**src/rtl/lbm_pkg.sv**
```systemverilog
`timescale 1ns / 1ps
// Shared widths, constants and types of the D2Q9 collision pipeline.
package lbm_pkg;

   // fixed point format of the distribution values
   localparam int FRAC    = 28;
   localparam int Q_W     = 32;
   localparam int NDIR    = 9;
   localparam int MASK_W  = 8;
   localparam int OMEGA_W = 30;
   localparam int KEEP_W  = OMEGA_W + 1;
   localparam int WGT_W   = 32;

   // internal widths, all Q.28, sized to the largest reachable magnitude
   localparam int RHO_W  = 36;   // sum of nine values
   localparam int VEL_W  = 35;   // three minus three values
   localparam int DIAG_W = 36;   // vx +/- vy
   localparam int R3_W   = 34;   // rho / 3
   localparam int SQV_W  = 41;   // vx^2, vy^2
   localparam int SQD_W  = 43;   // (vx +/- vy)^2
   localparam int D_W    = 42;   // direction independent term
   localparam int G_W    = 43;   // 1.5 times a square
   localparam int TERM_W = 44;   // full direction term
   localparam int PK_W   = 35;   // (1 - omega) * f
   localparam int PW_W   = 47;   // weight * term
   localparam int SUM_W  = 48;

   // pipeline depth of one rounded fixed point multiply
   localparam int MUL_LAT = 4;

   // direction slots
   localparam int DIR_C  = 0;
   localparam int DIR_N  = 1;
   localparam int DIR_S  = 2;
   localparam int DIR_W  = 3;
   localparam int DIR_E  = 4;
   localparam int DIR_NW = 5;
   localparam int DIR_NE = 6;
   localparam int DIR_SW = 7;
   localparam int DIR_SE = 8;

   // relaxation weight slots
   localparam int NWGT       = 3;
   localparam int WGT_CENTER = 0;
   localparam int WGT_AXIS   = 1;
   localparam int WGT_DIAG   = 2;

   // Q.28 constants
   localparam logic [OMEGA_W-1:0] Q_ONE       = OMEGA_W'(268435456);
   localparam logic signed [Q_W-1:0] K_THIRD     = 32'sd89478485;
   localparam logic signed [Q_W-1:0] K_FOURTHIRD = 32'sd357913941;
   localparam logic signed [Q_W-1:0] K_TWELFTH   = 32'sd22369621;

   typedef logic signed [Q_W-1:0]    q_type;
   typedef logic signed [TERM_W-1:0] term_type;
   typedef logic signed [WGT_W-1:0]  wgt_type;

   // control bits that travel with each item
   typedef struct packed {
      logic valid;
      logic fluid;
      logic row_end;
   } ctrl_type;

endpackage

```
**src/rtl/lbm_mulq.sv**
```systemverilog
`timescale 1ns / 1ps
// Pipelined signed Q.28 multiply, rounded to nearest with ties away from zero.
module lbm_mulq #(
   parameter int WA = 32,
   parameter int WB = 32,
   parameter int WR = 32
) (
   input  logic                 clock,
   input  logic signed [WA-1:0] a,
   input  logic signed [WB-1:0] b,
   output logic signed [WR-1:0] p
);
   import lbm_pkg::*;

   localparam int LA = WA / 2;
   localparam int HA = WA - LA;
   localparam int SW = (WA + WB + 1 > FRAC + WR) ? WA + WB + 1 : FRAC + WR;
   localparam logic [SW-1:0] RND = SW'(1) << (FRAC - 1);

   logic [WA-1:0]      a_u, ma_in, ma_ff;
   logic [WB-1:0]      b_u, mb_in, mb_ff;
   logic               neg_in;
   logic [2:0]         neg_ff;
   logic [LA+WB-1:0]   pp_lo_in, pp_lo_ff;
   logic [HA+WB-1:0]   pp_hi_in, pp_hi_ff;
   logic [SW-1:0]      sum;
   logic [WR-1:0]      mag_in, mag_ff;
   logic signed [WR-1:0] res_in, res_ff;

   // stage 1: magnitudes and result sign
   assign a_u    = a;
   assign b_u    = b;
   assign ma_in  = a_u[WA-1] ? (~a_u + WA'(1)) : a_u;
   assign mb_in  = b_u[WB-1] ? (~b_u + WB'(1)) : b_u;
   assign neg_in = a_u[WA-1] ^ b_u[WB-1];

   // stage 2: two partial products over the halves of a
   assign pp_lo_in = (LA+WB)'(ma_ff[LA-1:0]) * (LA+WB)'(mb_ff);
   assign pp_hi_in = (HA+WB)'(ma_ff[WA-1:LA]) * (HA+WB)'(mb_ff);

   // stage 3: combine, add half an lsb, drop the fraction
   assign sum    = (SW'(pp_hi_ff) << LA) + SW'(pp_lo_ff) + RND;
   assign mag_in = sum[FRAC +: WR];

   // stage 4: restore sign
   assign res_in = neg_ff[2] ? (~mag_ff + WR'(1)) : mag_ff;

   always_ff @(posedge clock) begin
      ma_ff    <= ma_in;
      mb_ff    <= mb_in;
      neg_ff   <= {neg_ff[1:0], neg_in};
      pp_lo_ff <= pp_lo_in;
      pp_hi_ff <= pp_hi_in;
      mag_ff   <= mag_in;
      res_ff   <= res_in;
   end

   assign p = res_ff;

endmodule

```
**config.mk**
```make
export PLATFORM = sky130hd
export DESIGN_NAME = lbm_mulq
export DESIGN_NICKNAME = d
export VERILOG_FILES = /design/src/rtl/lbm_pkg.sv /design/src/rtl/lbm_mulq.sv
export SDC_FILE = /design/constraint.sdc
export NUM_CORES = 2
export LEC_CHECK = 0
export ABC_AREA = 0
export BUFFER_PORTS_ARGS = -buffer_cell sky130_fd_sc_hd__buf_4
export CAP_MARGIN = 10
export CORE_MARGIN = 2
export CORE_UTILIZATION = 53
export DETAILED_ROUTE_END_ITERATION = 12
export GPL_ROUTABILITY_DRIVEN = 0
export GPL_TIMING_DRIVEN = 0
export MAX_ROUTING_LAYER = met4
export PLACE_DENSITY_LB_ADDON = 0.12
export SYNTH_ARGS = -nofsm -noshare
export SYNTH_HDL_FRONTEND = slang
export SYNTH_SLANG_ARGS = --single-unit
```
**constraint.sdc**
```tcl
create_clock -name clock -period 7.2 [get_ports clock]
set_input_delay 1.44 -clock clock [delete_from_list [all_inputs] [get_ports clock]]
set_output_delay 1.44 -clock clock [all_outputs]
set_load 0.01 [all_outputs]
```
# --- Yosys cells after proc, flatten, opt, wreduce, memory -nomap -nowiden ---
# Cells that the tools add are included.
word_totals:
  inputBits: 65
  ramBits: 0
  romBits: 0
  output_inout_bits: 32
  register_bits: 223
  latchBits: 0
  elab_cells: 23
  mem_count: 0
op_classes:
  n_reduce_logical: 0
  n_eq_ne: 0
  n_shift: 0
  mux: 3
  div_mod_pow: 0
  magnitude_cmp: 0
  mul: 2
  add_sub_neg: 5
  bitwise_logic: 4
ops:
  columns: ["operator", "n"]
  rows:
  - ["$add 32x1->32 const B", 3]
  - ["$not 32->32", 3]
  - ["$mux 31", 2]
  - ["$add 60x28->60 const B", 1]
  - ["$add 60x48->60", 1]
  - ["$mul 16x32->48", 1]
  - ["$mul 16x32->44", 1]
  - ["$mux 32", 1]
  - ["$xor 1x1->1", 1]

# --- Logic depth before layout (Yosys ltp) ---
logic_depth:
  word_depth: 3
  ltp_mapped: 26
  ltp_nobuf: 24

# --- Worst setup path before layout ---
# OpenSTA, ideal clock, no wires.
synth_timing:
  path_kind: "reg-to-reg"
  from: "register ma_ff[12]"
  to: "register pp_lo_ff[42]"
  setup_slack_ps: 807
  path_stages_with_launch: 23
  t_arrival_ps: 6275
  required_time_ps: 7081
  path_buffers: 1
  setup_ps: 119
  path_cell_list: "dfxtp_1 -> clkbuf_1 -> nand2_1 -> fa_1 -> inv_1 -> fa_1 -> fa_1 -> fa_1 -> fa_1 -> inv_1 -> fa_1 -> inv_1 -> ha_1 -> a21o_1 -> or3_1 -> o211a_1 -> o221ai_1 -> o211ai_1 -> a31o_2 -> a21o_1 -> a21o_1 -> a21o_1 -> xor2_1"
synth_via:
  elab_chain_len: 1
synth_rtl:
  columns: ["item", "line", "text"]
  rows:
  - ["start: declaration", "lbm_mulq.sv:20", "logic [WA-1:0] a_u, ma_in, ma_ff;"]
  - ["start signal: assignment", "lbm_mulq.sv:49", "ma_ff <= ma_in;"]
  - ["$mul 16x32->48", "lbm_mulq.sv:38", "assign pp_lo_in = (LA+WB)'(ma_ff[LA-1:0]) * (LA+WB)'(mb_ff);"]
  - ["named net pp_lo_in[42]", "lbm_mulq.sv:24", "logic [LA+WB-1:0] pp_lo_in, pp_lo_ff;"]
  - ["end signal: assignment", "lbm_mulq.sv:52", "pp_lo_ff <= pp_lo_in;"]
  - ["end: declaration", "lbm_mulq.sv:24", null]
# The timed path passes the listed nets, and every way through them passes these cells.
# A chain may end at the register's enable or synchronous reset.

# --- Worst setup path after layout ---
layout_timing:
  from: "register mb_ff[10]"
  to: "register pp_hi_ff[42]"
layout_via:
  elab_chain_len: 1
layout_rtl:
  columns: ["item", "line", "text"]
  rows:
  - ["start: declaration", "lbm_mulq.sv:21", "logic [WB-1:0] b_u, mb_in, mb_ff;"]
  - ["start signal: assignment", "lbm_mulq.sv:50", "mb_ff <= mb_in;"]
  - ["$mul 16x32->44", "lbm_mulq.sv:39", "assign pp_hi_in = (HA+WB)'(ma_ff[WA-1:LA]) * (HA+WB)'(mb_ff);"]
  - ["named net pp_hi_in[42]", "lbm_mulq.sv:25", "logic [HA+WB-1:0] pp_hi_in, pp_hi_ff;"]
  - ["end signal: assignment", "lbm_mulq.sv:53", "pp_hi_ff <= pp_hi_in;"]
  - ["end: declaration", "lbm_mulq.sv:25", null]
# The timed path passes the listed nets, and every way through them passes these cells.

==> impl_metrics.tcl <==
set metrics [dict create \
    status "finished, final reports clean" \
    cp_max_fo 10 \
    cts_root_buffer "clkbuf_16" \
    slew_headroom_pct 28.1 \
    final-hold-violation-count 0 \
    numCtsBuffers 24 \
    setup_slack_ns 0.125 \
    fin_setup_tns_ns 0 \
    syn_area_per_cell_um2 9.07 \
    dr.pass1.iters 9 \
    vias 28915 \
    die-area_mm2 0.0746 \
    min_path_type "flop to flop" \
    cpMostUsedCell "fa_1" \
    min_period_over_period_pct 98.3 \
    synth_top_area_share_pct 43.3 \
    synthesis.nets 5407 \
    cts-htree-levels 1 \
    synth_cells 4231 \
    wl_per_cell_um 21.9 \
    antenna_found_initial 9 \
    cts_sinks 207 \
    fill_cells 6600 \
    clkLatencyLatePin_ns 0.58 \
    grt_max_degree 15 \
    grt_pass1_wl_um 179000 \
    syn-cell-area_mm2 0.0384 \
    yosysSeqAreaShare_pct 10.8 \
    place_ws_ns -1.27 \
    ys_warn_count 0 \
    async_flop_share_pct 0 \
    die_w_um 273 \
    cts_hold_buf 0 \
    dp_hpwl_um 98600 \
    drtAntennaViolNets 0 \
    layout-area-overhead-vs-synth_pct 9.07 \
    synthFlopType "dfxtp_1" \
    grt_pass1_vias 30343 \
    synth.most_common_cell "inv_1" \
    synth_edf_count 0 \
    ys_ff_latch 207 \
    layout.nets 5531 \
    grt_usage_pct 33.4 \
    ff2ff_setup_slack_ns 0.12 \
    cp_cell_sequence "buf_8, nand2_1, fa_1, fa_1, fa_1, inv_1, fa_1, fa_1, inv_1, fa_1, inv_1, ha_2, and3_1, nand3_1, nand3b_1, a2111oi_4, buf_4, o21bai_4, a31oi_4, a21boi_1, a221oi_1, xor2_1" \
    die_h_um 273 \
    synth_top_area_cell "fa_1" \
    dr.first_iter.drc_count 2540 \
    fin_hold_ws_ns 0.328 \
    drive_above_1_share_pct 8.30 \
    fin_skew_ns 0.0161 \
    critical_path_class "flop to flop" \
    cp.arrival_ns 7.50 \
    drcViolationCount 0 \
    row_count 98 \
    yosys.cell_types.count 62 \
    clock_path_buffers 3 \
    clkSlewWorstSetupHoldPaths_ns 0.06 \
    finalSetupViolations 0 \
    postLayoutCellArea_mm2 0.0418 \
    overflow 0 \
    finalCriticalPeriod_ns 7.08 \
    synth_common_cells "inv_1 (914), fa_1 (830), nand2_1 (695), and2_1 (403), ha_1 (281)" \
    required_ns 7.63 \
    io_pins 97 \
    initial_utilization_pct 53.6 \
    cp-start-kind "flop" \
    tightest_slew_ns 1.08 \
    port_buffers 96 \
    path_delay_family "adder cells" \
    cp-end-kind "flop" \
    cp_num_buf_inv 5 \
    cp_slowest_stage_delay_ns 0.56 \
    viasPerCell 5.42 \
    max_freq_mhz 141 \
    cts_tree "done" \
    cap_violations 0 \
    slew_viol_final 0 \
    slowest_stage "fa_1" \
    totalWireLength_um 117000 \
    placed_cell_area_mm2 0.0403 \
    coreArea_mm2 0.0716 \
    synth_area_leaders "fa_1 (43%), dfxtp_1 (11%), ha_1 (9.2%), inv_1 (8.9%), nand2_1 (6.8%)" \
]
==> sequential cells by signal, summed over array words and instances, names as in the netlist <==
signal	count
ma_ff	32
mb_ff	32
mag_ff	32
pp_hi_ff	44
p	32
pp_lo_ff	32
neg_ff	3
==> area by class of cell <==
type / count / area (µm²) / area share, %
multi-input combinational: 2902 / 30100 / 72.0
timing repair buffer: 102 / 763 / 1.82
clock buffer: 27 / 642 / 1.53
antenna: 9 / 22.5 / 0.0538
buffer: 203 / 1260 / 3.01
sequential: 207 / 4220 / 10.1
inverter: 915 / 3430 / 8.21
tap: 950 / 1190 / 2.84
clock inverter: 17 / 201 / 0.481
==> per-stage QoR <==
step / util (%) / cells
2_1_floorplan: - / 4231
3_3_place_gp: 56.2 / 5277
3_5_place_dp: 56.2 / 5277
4_1_cts: 58.0 / 5320
5_1_grt: 58.4 / 5328
6_report: 58.4 / 5332
==> cells in the final DEF (no fill, tap or decap), types with 70 or more instances in the layout <==
master / synthesis / routed
nand2_1: 695 / 695
a21oi_1: 82 / 81
buf_4: 0 / 123
fa_1: 830 / 830
xnor2_1: 149 / 149
ha_1: 281 / 280
o21ai_0: 72 / 70
and2_1: 403 / 403
dfxtp_1: 207 / 174
inv_1: 914 / 914
==> logic make-up after synthesis <==
logic type	share of synthesized area (%)
DFF	10.8
adders and majority gates	52.5
buffers and inverters	11.0
and+or+nand+nor	16.2
xor gates and xnor gates	4.41
AOI/OAI and AO/OA	5.18
==> per-layer routing <==
metal | routed length (µm) | up-vias | GRT usage, %
li1 | - | 12779 | -
met1 | 47200 | 14458 | 43.6
met2 | 51700 | 1376 | 50.8
met3 | 12800 | 302 | 7.88
met4 | 5300 | 0 | 12.4
met5 | 0 | - | -
==> repair_timing <==
| action | in CTS | in global routing |
|---|---|---|
| endpoints found under the setup margin | 39 | 19 |
| buffers inserted | 0 | 5 |
| pin swaps | 3 | 8 |
| gates resized for setup | 212 | 225 |
==> final timing paths <==
check	start	endpoint	cells past startpoint
min	neg_ff[1]	neg_ff[2]	0
max	mb_ff[10]	pp_hi_ff[42]	22
max reg2reg	mb_ff[10]	pp_hi_ff[42]	22
min reg2reg	neg_ff[1]	neg_ff[2]	0
Power is not shown: default switching activity piles up to over one toggle a cycle in this logic, so the estimate is an artifact.
