`config.mk`:
```
export PLATFORM = sky130hd
export DESIGN_NAME = lbm_moments
export DESIGN_NICKNAME = d
export VERILOG_FILES = /design/src/rtl/lbm_pkg.sv /design/src/rtl/lbm_moments.sv
export SDC_FILE = /design/constraint.sdc
export NUM_CORES = 2
export LEC_CHECK = 0
export BUFFER_PORTS_ARGS = -buffer_cell sky130_fd_sc_hd__buf_2
export CORE_ASPECT_RATIO = 0.6
export CORE_UTILIZATION = 25
export CTS_BUF_LIST = sky130_fd_sc_hd__clkbuf_8
export DETAILED_ROUTE_END_ITERATION = 8
export HOLD_SLACK_MARGIN = 0.02
export PLACE_DENSITY = 0.4
export SETUP_SLACK_MARGIN = 0.5
export SLEW_MARGIN = 0
export SYNTH_ARGS = -nofsm -noshare
export SYNTH_HDL_FRONTEND = slang
export SYNTH_SLANG_ARGS = --single-unit
```
`constraint.sdc`:
```
create_clock -name clock -period 5.23 [get_ports clock]
set_input_delay 0.523 -clock clock [delete_from_list [all_inputs] [get_ports clock]]
set_output_delay 0.523 -clock clock [all_outputs]
set_load 0.05 [all_outputs]
```
`src/rtl/lbm_pkg.sv`:
```
`timescale 1ns / 1ps
// Shared widths, constants and types of the D2Q9 collision pipeline.
package lbm_pkg;

   // fixed point format of the distribution values
   localparam int FRAC    = 28;
   localparam int Q_W     = 32;
   localparam int NDIR    = 9;
   localparam int MASK_W  = 8;
   localparam int OMEGA_W = 30;
   localparam int KEEP_W  = OMEGA_W + 1;
   localparam int WGT_W   = 32;

   // internal widths, all Q.28, sized to the largest reachable magnitude
   localparam int RHO_W  = 36;   // sum of nine values
   localparam int VEL_W  = 35;   // three minus three values
   localparam int DIAG_W = 36;   // vx +/- vy
   localparam int R3_W   = 34;   // rho / 3
   localparam int SQV_W  = 41;   // vx^2, vy^2
   localparam int SQD_W  = 43;   // (vx +/- vy)^2
   localparam int D_W    = 42;   // direction independent term
   localparam int G_W    = 43;   // 1.5 times a square
   localparam int TERM_W = 44;   // full direction term
   localparam int PK_W   = 35;   // (1 - omega) * f
   localparam int PW_W   = 47;   // weight * term
   localparam int SUM_W  = 48;

   // pipeline depth of one rounded fixed point multiply
   localparam int MUL_LAT = 4;

   // direction slots
   localparam int DIR_C  = 0;
   localparam int DIR_N  = 1;
   localparam int DIR_S  = 2;
   localparam int DIR_W  = 3;
   localparam int DIR_E  = 4;
   localparam int DIR_NW = 5;
   localparam int DIR_NE = 6;
   localparam int DIR_SW = 7;
   localparam int DIR_SE = 8;

   // relaxation weight slots
   localparam int NWGT       = 3;
   localparam int WGT_CENTER = 0;
   localparam int WGT_AXIS   = 1;
   localparam int WGT_DIAG   = 2;

   // Q.28 constants
   localparam logic [OMEGA_W-1:0] Q_ONE       = OMEGA_W'(268435456);
   localparam logic signed [Q_W-1:0] K_THIRD     = 32'sd89478485;
   localparam logic signed [Q_W-1:0] K_FOURTHIRD = 32'sd357913941;
   localparam logic signed [Q_W-1:0] K_TWELFTH   = 32'sd22369621;

   typedef logic signed [Q_W-1:0]    q_type;
   typedef logic signed [TERM_W-1:0] term_type;
   typedef logic signed [WGT_W-1:0]  wgt_type;

   // control bits that travel with each item
   typedef struct packed {
      logic valid;
      logic fluid;
      logic row_end;
   } ctrl_type;

endpackage

```
`src/rtl/lbm_moments.sv`:
```
`timescale 1ns / 1ps
// Moment stages: density and velocity sums of one cell over four stages.
module lbm_moments (
   input  logic                               clock,
   input  logic                               reset,
   input  lbm_pkg::ctrl_type                  ctrl_in,
   input  lbm_pkg::q_type                     f_in [lbm_pkg::NDIR],
   output lbm_pkg::ctrl_type                  ctrl_out,
   output lbm_pkg::q_type                     f_out [lbm_pkg::NDIR],
   output logic signed [lbm_pkg::RHO_W-1:0]   rho,
   output logic signed [lbm_pkg::VEL_W-1:0]   vx,
   output logic signed [lbm_pkg::VEL_W-1:0]   vy,
   output logic signed [lbm_pkg::DIAG_W-1:0]  xmy,
   output logic signed [lbm_pkg::DIAG_W-1:0]  xpy
);
   import lbm_pkg::*;

   localparam int P_W = Q_W + 2;

   ctrl_type ctrl1_ff, ctrl2_ff, ctrl3_ff, ctrl4_ff;
   q_type    f1_ff [NDIR];
   q_type    f2_ff [NDIR];
   q_type    f3_ff [NDIR];
   q_type    f4_ff [NDIR];

   logic signed [P_W-1:0]    pe_in, pw_in, pn_in, ps_in;
   logic signed [P_W-1:0]    pe_ff, pw_ff, pn_ff, ps_ff;
   logic signed [RHO_W-1:0]  rho_in, rho3_ff, rho4_ff;
   logic signed [VEL_W-1:0]  vx_in, vy_in, vx3_ff, vy3_ff, vx4_ff, vy4_ff;
   logic signed [DIAG_W-1:0] xmy_in, xpy_in, xmy_ff, xpy_ff;

   // stage 2: three-term partial sums per side
   assign pe_in = P_W'(f1_ff[DIR_E]) + P_W'(f1_ff[DIR_NE]) + P_W'(f1_ff[DIR_SE]);
   assign pw_in = P_W'(f1_ff[DIR_W]) + P_W'(f1_ff[DIR_NW]) + P_W'(f1_ff[DIR_SW]);
   assign pn_in = P_W'(f1_ff[DIR_N]) + P_W'(f1_ff[DIR_NW]) + P_W'(f1_ff[DIR_NE]);
   assign ps_in = P_W'(f1_ff[DIR_S]) + P_W'(f1_ff[DIR_SW]) + P_W'(f1_ff[DIR_SE]);

   // stage 3: density and velocity
   assign rho_in = RHO_W'(f2_ff[DIR_C]) + RHO_W'(f2_ff[DIR_N]) + RHO_W'(f2_ff[DIR_S])
                 + RHO_W'(pe_ff) + RHO_W'(pw_ff);
   assign vx_in  = VEL_W'(pe_ff) - VEL_W'(pw_ff);
   assign vy_in  = VEL_W'(pn_ff) - VEL_W'(ps_ff);

   // stage 4: diagonal velocity combinations
   assign xmy_in = DIAG_W'(vx3_ff) - DIAG_W'(vy3_ff);
   assign xpy_in = DIAG_W'(vx3_ff) + DIAG_W'(vy3_ff);

   // item control
   always_ff @(posedge clock) begin
      if (reset) begin
         ctrl1_ff <= '0;
         ctrl2_ff <= '0;
         ctrl3_ff <= '0;
         ctrl4_ff <= '0;
      end else begin
         ctrl1_ff <= ctrl_in;
         ctrl2_ff <= ctrl1_ff;
         ctrl3_ff <= ctrl2_ff;
         ctrl4_ff <= ctrl3_ff;
      end
   end

   // payload
   always_ff @(posedge clock) begin
      f1_ff   <= f_in;
      f2_ff   <= f1_ff;
      f3_ff   <= f2_ff;
      f4_ff   <= f3_ff;
      pe_ff   <= pe_in;
      pw_ff   <= pw_in;
      pn_ff   <= pn_in;
      ps_ff   <= ps_in;
      rho3_ff <= rho_in;
      vx3_ff  <= vx_in;
      vy3_ff  <= vy_in;
      rho4_ff <= rho3_ff;
      vx4_ff  <= vx3_ff;
      vy4_ff  <= vy3_ff;
      xmy_ff  <= xmy_in;
      xpy_ff  <= xpy_in;
   end

   assign ctrl_out = ctrl4_ff;
   assign f_out    = f4_ff;
   assign rho      = rho4_ff;
   assign vx       = vx4_ff;
   assign vy       = vy4_ff;
   assign xmy      = xmy_ff;
   assign xpy      = xpy_ff;

endmodule

```
Word-level counts from Yosys, hierarchy flattened
Cells that the tools add are included.
Operators by class
  mux-type cells: 0
  $add $sub $neg: 16
  reduce and logical (&&, ||, !) cells: 0
  div/mod/pow operators: 0
  eq/ne operators: 0
  shift-type cells: 0
  bitwise logic cells: 0
  $lt $le $gt $ge: 0
  multipliers: 0
Operator list (count)
  $add 33x32->34: 5
  $add 32x32->33: 5
  $sub 34x34->35: 2
  $add 35x34->36: 1
  $add 35x35->36: 1
  $sub 35x35->36: 1
  $add 34x34->35: 1
Storage, ports and cells
  latch bits: 0
  input port bits: 293
  register bits: 1584
  memories: 0
  RAM bits: 0
  memory bits (read-only): 0

Depth between registers and ports, before layout
  word-level depth: 4
  depth in mapped cells: 17

Worst setup path after synthesis
Ideal clock, no wire load.
  path type: register -> register
  start point: register f2_ff[193] in the netlist's numbering
  end point: register rho3_ff[35]
  clock period less this slack: 4.121 ns
  setup slack: 1.109 ns
  setup time: 0.072 ns
  cell stages (with the launch flop): 16
  data arrival time: 4.049 ns
  cell sequence: dfxtp_1 > inv_1 > fa_1 > fa_1 > fa_1 > inv_1 > ha_1 > fa_1 > a21o_1 > a221oi_2 > a21o_1 > o221ai_2 > o221ai_2 > o31ai_2 > a311oi_1 > xnor2_1
Between the ends
  longest elaborated chain between the ends: 3
Ends and longest elaborated chain
  start, declared: RTL line lbm_moments.sv:22  | q_type f2_ff [NDIR];
  start signal, assigned: RTL line lbm_moments.sv:66  | f2_ff <= f1_ff;
  $add 33x32->34: RTL line lbm_moments.sv:39  | assign rho_in = RHO_W'(f2_ff[DIR_C]) + RHO_W'(f2_ff[DIR_N]) + RHO_W'(f2_ff[DIR_S])
  $add 34x34->35: RTL line lbm_moments.sv:40  | + RHO_W'(pe_ff) + RHO_W'(pw_ff);
  $add 35x34->36: RTL line lbm_moments.sv:40
  net rho_in[35]: RTL line lbm_moments.sv:28  | logic signed [RHO_W-1:0] rho_in, rho3_ff, rho4_ff;
  end signal, assigned: RTL line lbm_moments.sv:73  | rho3_ff <= rho_in;
  end, declared: RTL line lbm_moments.sv:28
The timed path passes the listed nets, and every way through them passes these cells.
A chain may end at the register's enable or synchronous reset.

Worst setup path in the final report
  start point: register f2_ff[197] in the netlist's numbering
  end point: register rho3_ff[32]
Same word-level chain as after synthesis.

==> impl_metrics.xml <==
<?xml version="1.0" encoding="UTF-8"?>
<metrics>
  <group name="global_route">
    <metric name="grt_first_pass_wirelength" unit="um">262800</metric>
    <metric name="grt_usage" unit="%">16.88</metric>
    <metric name="grt_max_degree" unit="">23</metric>
    <metric name="grt_pass1_vias" unit="">36980</metric>
    <metric name="gr-total-overflow" unit="">0</metric>
    <metric name="initial_antenna_violation_count" unit="">24</metric>
  </group>
  <group name="floorplan">
    <metric name="die-area" unit="um^2">218600</metric>
    <metric name="initial_core_util" unit="%">25.33</metric>
    <metric name="die_h" unit="um">362.6</metric>
    <metric name="floorplan.core_area" unit="um^2">213900</metric>
    <metric name="ioPinCount" unit="">762</metric>
    <metric name="die_width" unit="um">603.0</metric>
    <metric name="floorplan.rows" unit="">131</metric>
  </group>
  <group name="cts">
    <metric name="clk_pin_slew_worst_paths" unit="ns">0.07</metric>
    <metric name="numCtsBuffers" unit="">246</metric>
    <metric name="worst_skew_pair.late_latency" unit="ns">1.05</metric>
    <metric name="tritoncts" unit="">done</metric>
    <metric name="clock_sinks" unit="">1583</metric>
    <metric name="clock_tree.htree_level_count" unit="">4</metric>
    <metric name="ctsLongestPathBuffers" unit="">4</metric>
    <metric name="cts_root_buf" unit="">sky130_fd_sc_hd__clkbuf_8</metric>
  </group>
  <group name="yosys">
    <metric name="synth_nets" unit="">5383</metric>
    <metric name="synthesis.instances" unit="">4552</metric>
    <metric name="synth-main-ff-cell" unit="">sky130_fd_sc_hd__dfxtp_1</metric>
    <metric name="synthDominantAreaCellType" unit="">sky130_fd_sc_hd__dfxtp_1</metric>
    <metric name="commonest_cells_in_the_netlist" unit="">sky130_fd_sc_hd__dfxtp_1 (1583), sky130_fd_sc_hd__inv_1 (481), sky130_fd_sc_hd__ha_1 (302)</metric>
    <metric name="number_of_flops_mapped_to_enable_cells_by_yosys" unit="">0</metric>
    <metric name="yosysWarningCount" unit="">0</metric>
    <metric name="yosysMostFrequentCell" unit="">sky130_fd_sc_hd__dfxtp_1</metric>
    <metric name="synth.cell_area" unit="um^2">54180</metric>
    <metric name="syn_area_per_cell" unit="um^2">11.90</metric>
    <metric name="synth_cell_type_count" unit="">101</metric>
    <metric name="ys_async_sr_fraction" unit="%">0</metric>
    <metric name="synth.top_cells.by_area" unit="">sky130_fd_sc_hd__dfxtp_1 (58%), sky130_fd_sc_hd__fa_1 (8.7%), sky130_fd_sc_hd__ha_1 (7.0%)</metric>
    <metric name="synth_largest_type_area_fraction" unit="%">58.49</metric>
    <metric name="sequential_cell_area_fraction_in_the_yosys_report" unit="%">58.49</metric>
    <metric name="ys_seq_elements" unit="">1583</metric>
  </group>
  <group name="pwr">
    <metric name="peakVddDrop" unit="V">0.0003697</metric>
    <metric name="power-per-cell-area" unit="nW/um^2">767.2</metric>
    <metric name="power.leakage" unit="nW">31.77</metric>
  </group>
  <group name="placement">
    <metric name="globalplace.congestion" unit="">0.8537</metric>
    <metric name="post-dp-hpwl" unit="um">155800</metric>
    <metric name="quantity_of_i_o_buffers_inserted_on_ports" unit="">761</metric>
  </group>
  <group name="final_layout">
    <metric name="area_delta_synth_final" unit="%">28.79</metric>
    <metric name="nFillCells" unit="">21840</metric>
    <metric name="postLayoutCoreUtil" unit="%">32.62</metric>
    <metric name="design.final.nets" unit="">6620</metric>
    <metric name="final_layout_size_suffix_gt1_share" unit="%">20.80</metric>
  </group>
  <group name="drt">
    <metric name="route.final.wire_length" unit="um">189600</metric>
    <metric name="drt-pass1-iter-count" unit="">7</metric>
    <metric name="avg_wl_per_cell" unit="um">21.41</metric>
    <metric name="num_vias" unit="">36670</metric>
    <metric name="dr_vias_cell" unit="">4.140</metric>
    <metric name="number_of_nets_with_antenna_violations_after_detailed_routing" unit="">0</metric>
    <metric name="drt_first_iter_violations" unit="">2269</metric>
    <metric name="route.detailed.drc" unit="">0</metric>
  </group>
  <group name="timing">
    <metric name="max_clock_freq" unit="GHz">0.2179</metric>
    <metric name="final-setup-viol-count" unit="">0</metric>
    <metric name="rsz0062_at_grt" unit="">false</metric>
    <metric name="final.period_utilization" unit="%">87.75</metric>
    <metric name="finClkSkew" unit="ns">0.1627</metric>
    <metric name="layout_min_cycle_time" unit="ns">4.589</metric>
    <metric name="timing_hold_violations_final" unit="">0</metric>
    <metric name="fin_tns_setup" unit="ns">0</metric>
    <metric name="worst-slew-pin-transition" unit="ns">1.261</metric>
    <metric name="final-max-slew-violation-count" unit="">0</metric>
    <metric name="maxSlewHeadroom" unit="%">13.77</metric>
  </group>
  <group name="setup_path">
    <metric name="required_worst_endpoint" unit="ns">6.05</metric>
    <metric name="worstPathArrival" unit="ns">5.40</metric>
    <metric name="setup.worst_path.start_class" unit="">flip-flop</metric>
    <metric name="setup.worst_path.end_class" unit="">flip-flop</metric>
    <metric name="critPathMaxFanout" unit="">4</metric>
    <metric name="criticalPathCategory" unit="">flip-flop to flip-flop</metric>
  </group>
  <group name="status">
    <metric name="outcome" unit="">complete, no violations</metric>
  </group>
  <group name="hold_path">
    <metric name="hold_class" unit="">input port to flip-flop</metric>
  </group>
  <group name="run">
    <metric name="max_cap_violations" unit="">0</metric>
  </group>
</metrics>
what timing repair did:
action | 4_1_cts | 5_1_grt
endpoints found under the setup margin | 1 | 5
gates resized for setup | 3 | 18
buffers inserted | 1 | 2
hold buffers | 295 | 0
pin swaps | 3 | 3
endpoints found under the hold margin | 300 | 0
state kept, by name (all words and copies together) (netlist names), 35 cells and up:
signal / count
f1_ff: 288
f2_ff: 288
f3_ff: 288
f_out: 288
rho: 36
rho3_ff: 36
vx: 35
vx3_ff: 35
vy: 35
vy3_ff: 35
xmy: 36
xpy: 35
power breakdown:
group | switching [W] | total, W | internal (W) | leakage (nW)
combinational | 0.0173 | 0.0263 | 0.00903 | 15.5
sequential | 0.00139 | 0.0159 | 0.0145 | 13.4
clock | 0.00510 | 0.0113 | 0.00619 | 2.94
area by class of cell:
class,instances,area [um^2],share of cell area (%)
multi-input cells,2392,20360,29.18
clock buffers,304,4184,5.996
diodes,20,50.05,0.07173
flip-flops and latches,1583,31690,45.42
well taps,2859,3577,5.127
repair buffers,1080,6945,9.954
clock inverters,132,1142,1.637
inverters,486,1824,2.614
path summary, 6_finish.rpt:
kind / endpoint / slack, ns / cells after the start / from
setup / recovery: rho3_ff[32]$_DFF_P_ / 0.64 / 13 / f2_ff[197]$_DFF_P_
hold / removal: f1_ff[92]$_DFF_P_ / 0.15 / 2 / f_in[92]
hold reg to reg: f_out[241]$_DFF_P_ / 0.22 / 0 / f3_ff[241]$_DFF_P_
setup reg to reg: rho3_ff[32]$_DFF_P_ / 0.64 / 13 / f2_ff[197]$_DFF_P_
layer usage:
layer	global-route usage, %	wire, um
met5	0	137
met3	3.877	11340
met2	23.40	75630
met4	4.964	5137
met1	25.55	97400
through the flow:
step	instances	instance area (um^2)	total power, W	hold slack [ns]	worst slack [ns]
2_1_floorplan	4552	54180	0.03337	0.3096	1.109
3_3_place_gp	8102	61310	0.04181	0.3096	0.4160
3_5_place_dp	8102	61310	0.04181	0.3121	0.3669
4_1_cts	8834	69620	0.05373	0.02763	0.5331
5_1_grt	8842	69740	0.05710	0.05656	0.4888
6_report	8856	69780	0.05353	0.1455	0.6407
kinds of logic after synthesis:
kind of cell,share of synthesized area (%)
simple gates,6.540
mux,0.1686
xor+xnor,4.009
fa+ha+maj,15.70
buf+inv,4.122
compound gates,10.97
flops,58.49
worst max-delay path: stages (launching register included):
cell and delay, ns:
sky130_fd_sc_hd__dfxtp_1 0.33, sky130_fd_sc_hd__inv_1 0.06, sky130_fd_sc_hd__fa_1 0.55, sky130_fd_sc_hd__inv_1 0.05, sky130_fd_sc_hd__fa_1 0.50, sky130_fd_sc_hd__fa_1 0.43, sky130_fd_sc_hd__ha_1 0.34, sky130_fd_sc_hd__a21o_1 0.23
sky130_fd_sc_hd__a2111o_1 0.44, sky130_fd_sc_hd__o21ai_2 0.30, sky130_fd_sc_hd__a41o_1 0.30, sky130_fd_sc_hd__o31a_2 0.36, sky130_fd_sc_hd__o31ai_4 0.13, sky130_fd_sc_hd__o311ai_0 0.38
placed cells by master, fill, tap and decap left out, types with 20 or more instances in the layout:
| cell type | instances |
|---|---|
| sky130_fd_sc_hd__dfxtp_1 | 1583 |
| sky130_fd_sc_hd__buf_2 | 761 |
| sky130_fd_sc_hd__inv_1 | 536 |
| sky130_fd_sc_hd__clkbuf_8 | 304 |
| sky130_fd_sc_hd__ha_1 | 296 |
| sky130_fd_sc_hd__dlygate4sd3_1 | 295 |
| sky130_fd_sc_hd__a21oi_1 | 274 |
| sky130_fd_sc_hd__fa_1 | 235 |
| sky130_fd_sc_hd__nor2_1 | 194 |
| sky130_fd_sc_hd__xnor2_1 | 168 |
| sky130_fd_sc_hd__nand2_1 | 153 |
| sky130_fd_sc_hd__a21o_1 | 137 |
| sky130_fd_sc_hd__o21ai_0 | 133 |
| sky130_fd_sc_hd__xor2_1 | 80 |
| sky130_fd_sc_hd__nand3_1 | 66 |
| sky130_fd_sc_hd__nor3_1 | 61 |
| sky130_fd_sc_hd__nor2b_1 | 60 |
| sky130_fd_sc_hd__o21bai_1 | 46 |
| sky130_fd_sc_hd__nand4_1 | 44 |
| sky130_fd_sc_hd__clkinv_2 | 39 |
| sky130_fd_sc_hd__nand2b_1 | 35 |
| sky130_fd_sc_hd__a211oi_1 | 28 |
| sky130_fd_sc_hd__a31oi_1 | 28 |
| sky130_fd_sc_hd__o21a_1 | 23 |
| sky130_fd_sc_hd__buf_4 | 23 |
| sky130_fd_sc_hd__and3_1 | 21 |
| sky130_fd_sc_hd__o31ai_1 | 21 |
| sky130_fd_sc_hd__diode_2 | 20 |
Note: power is estimated with default switching activity, not from simulation.
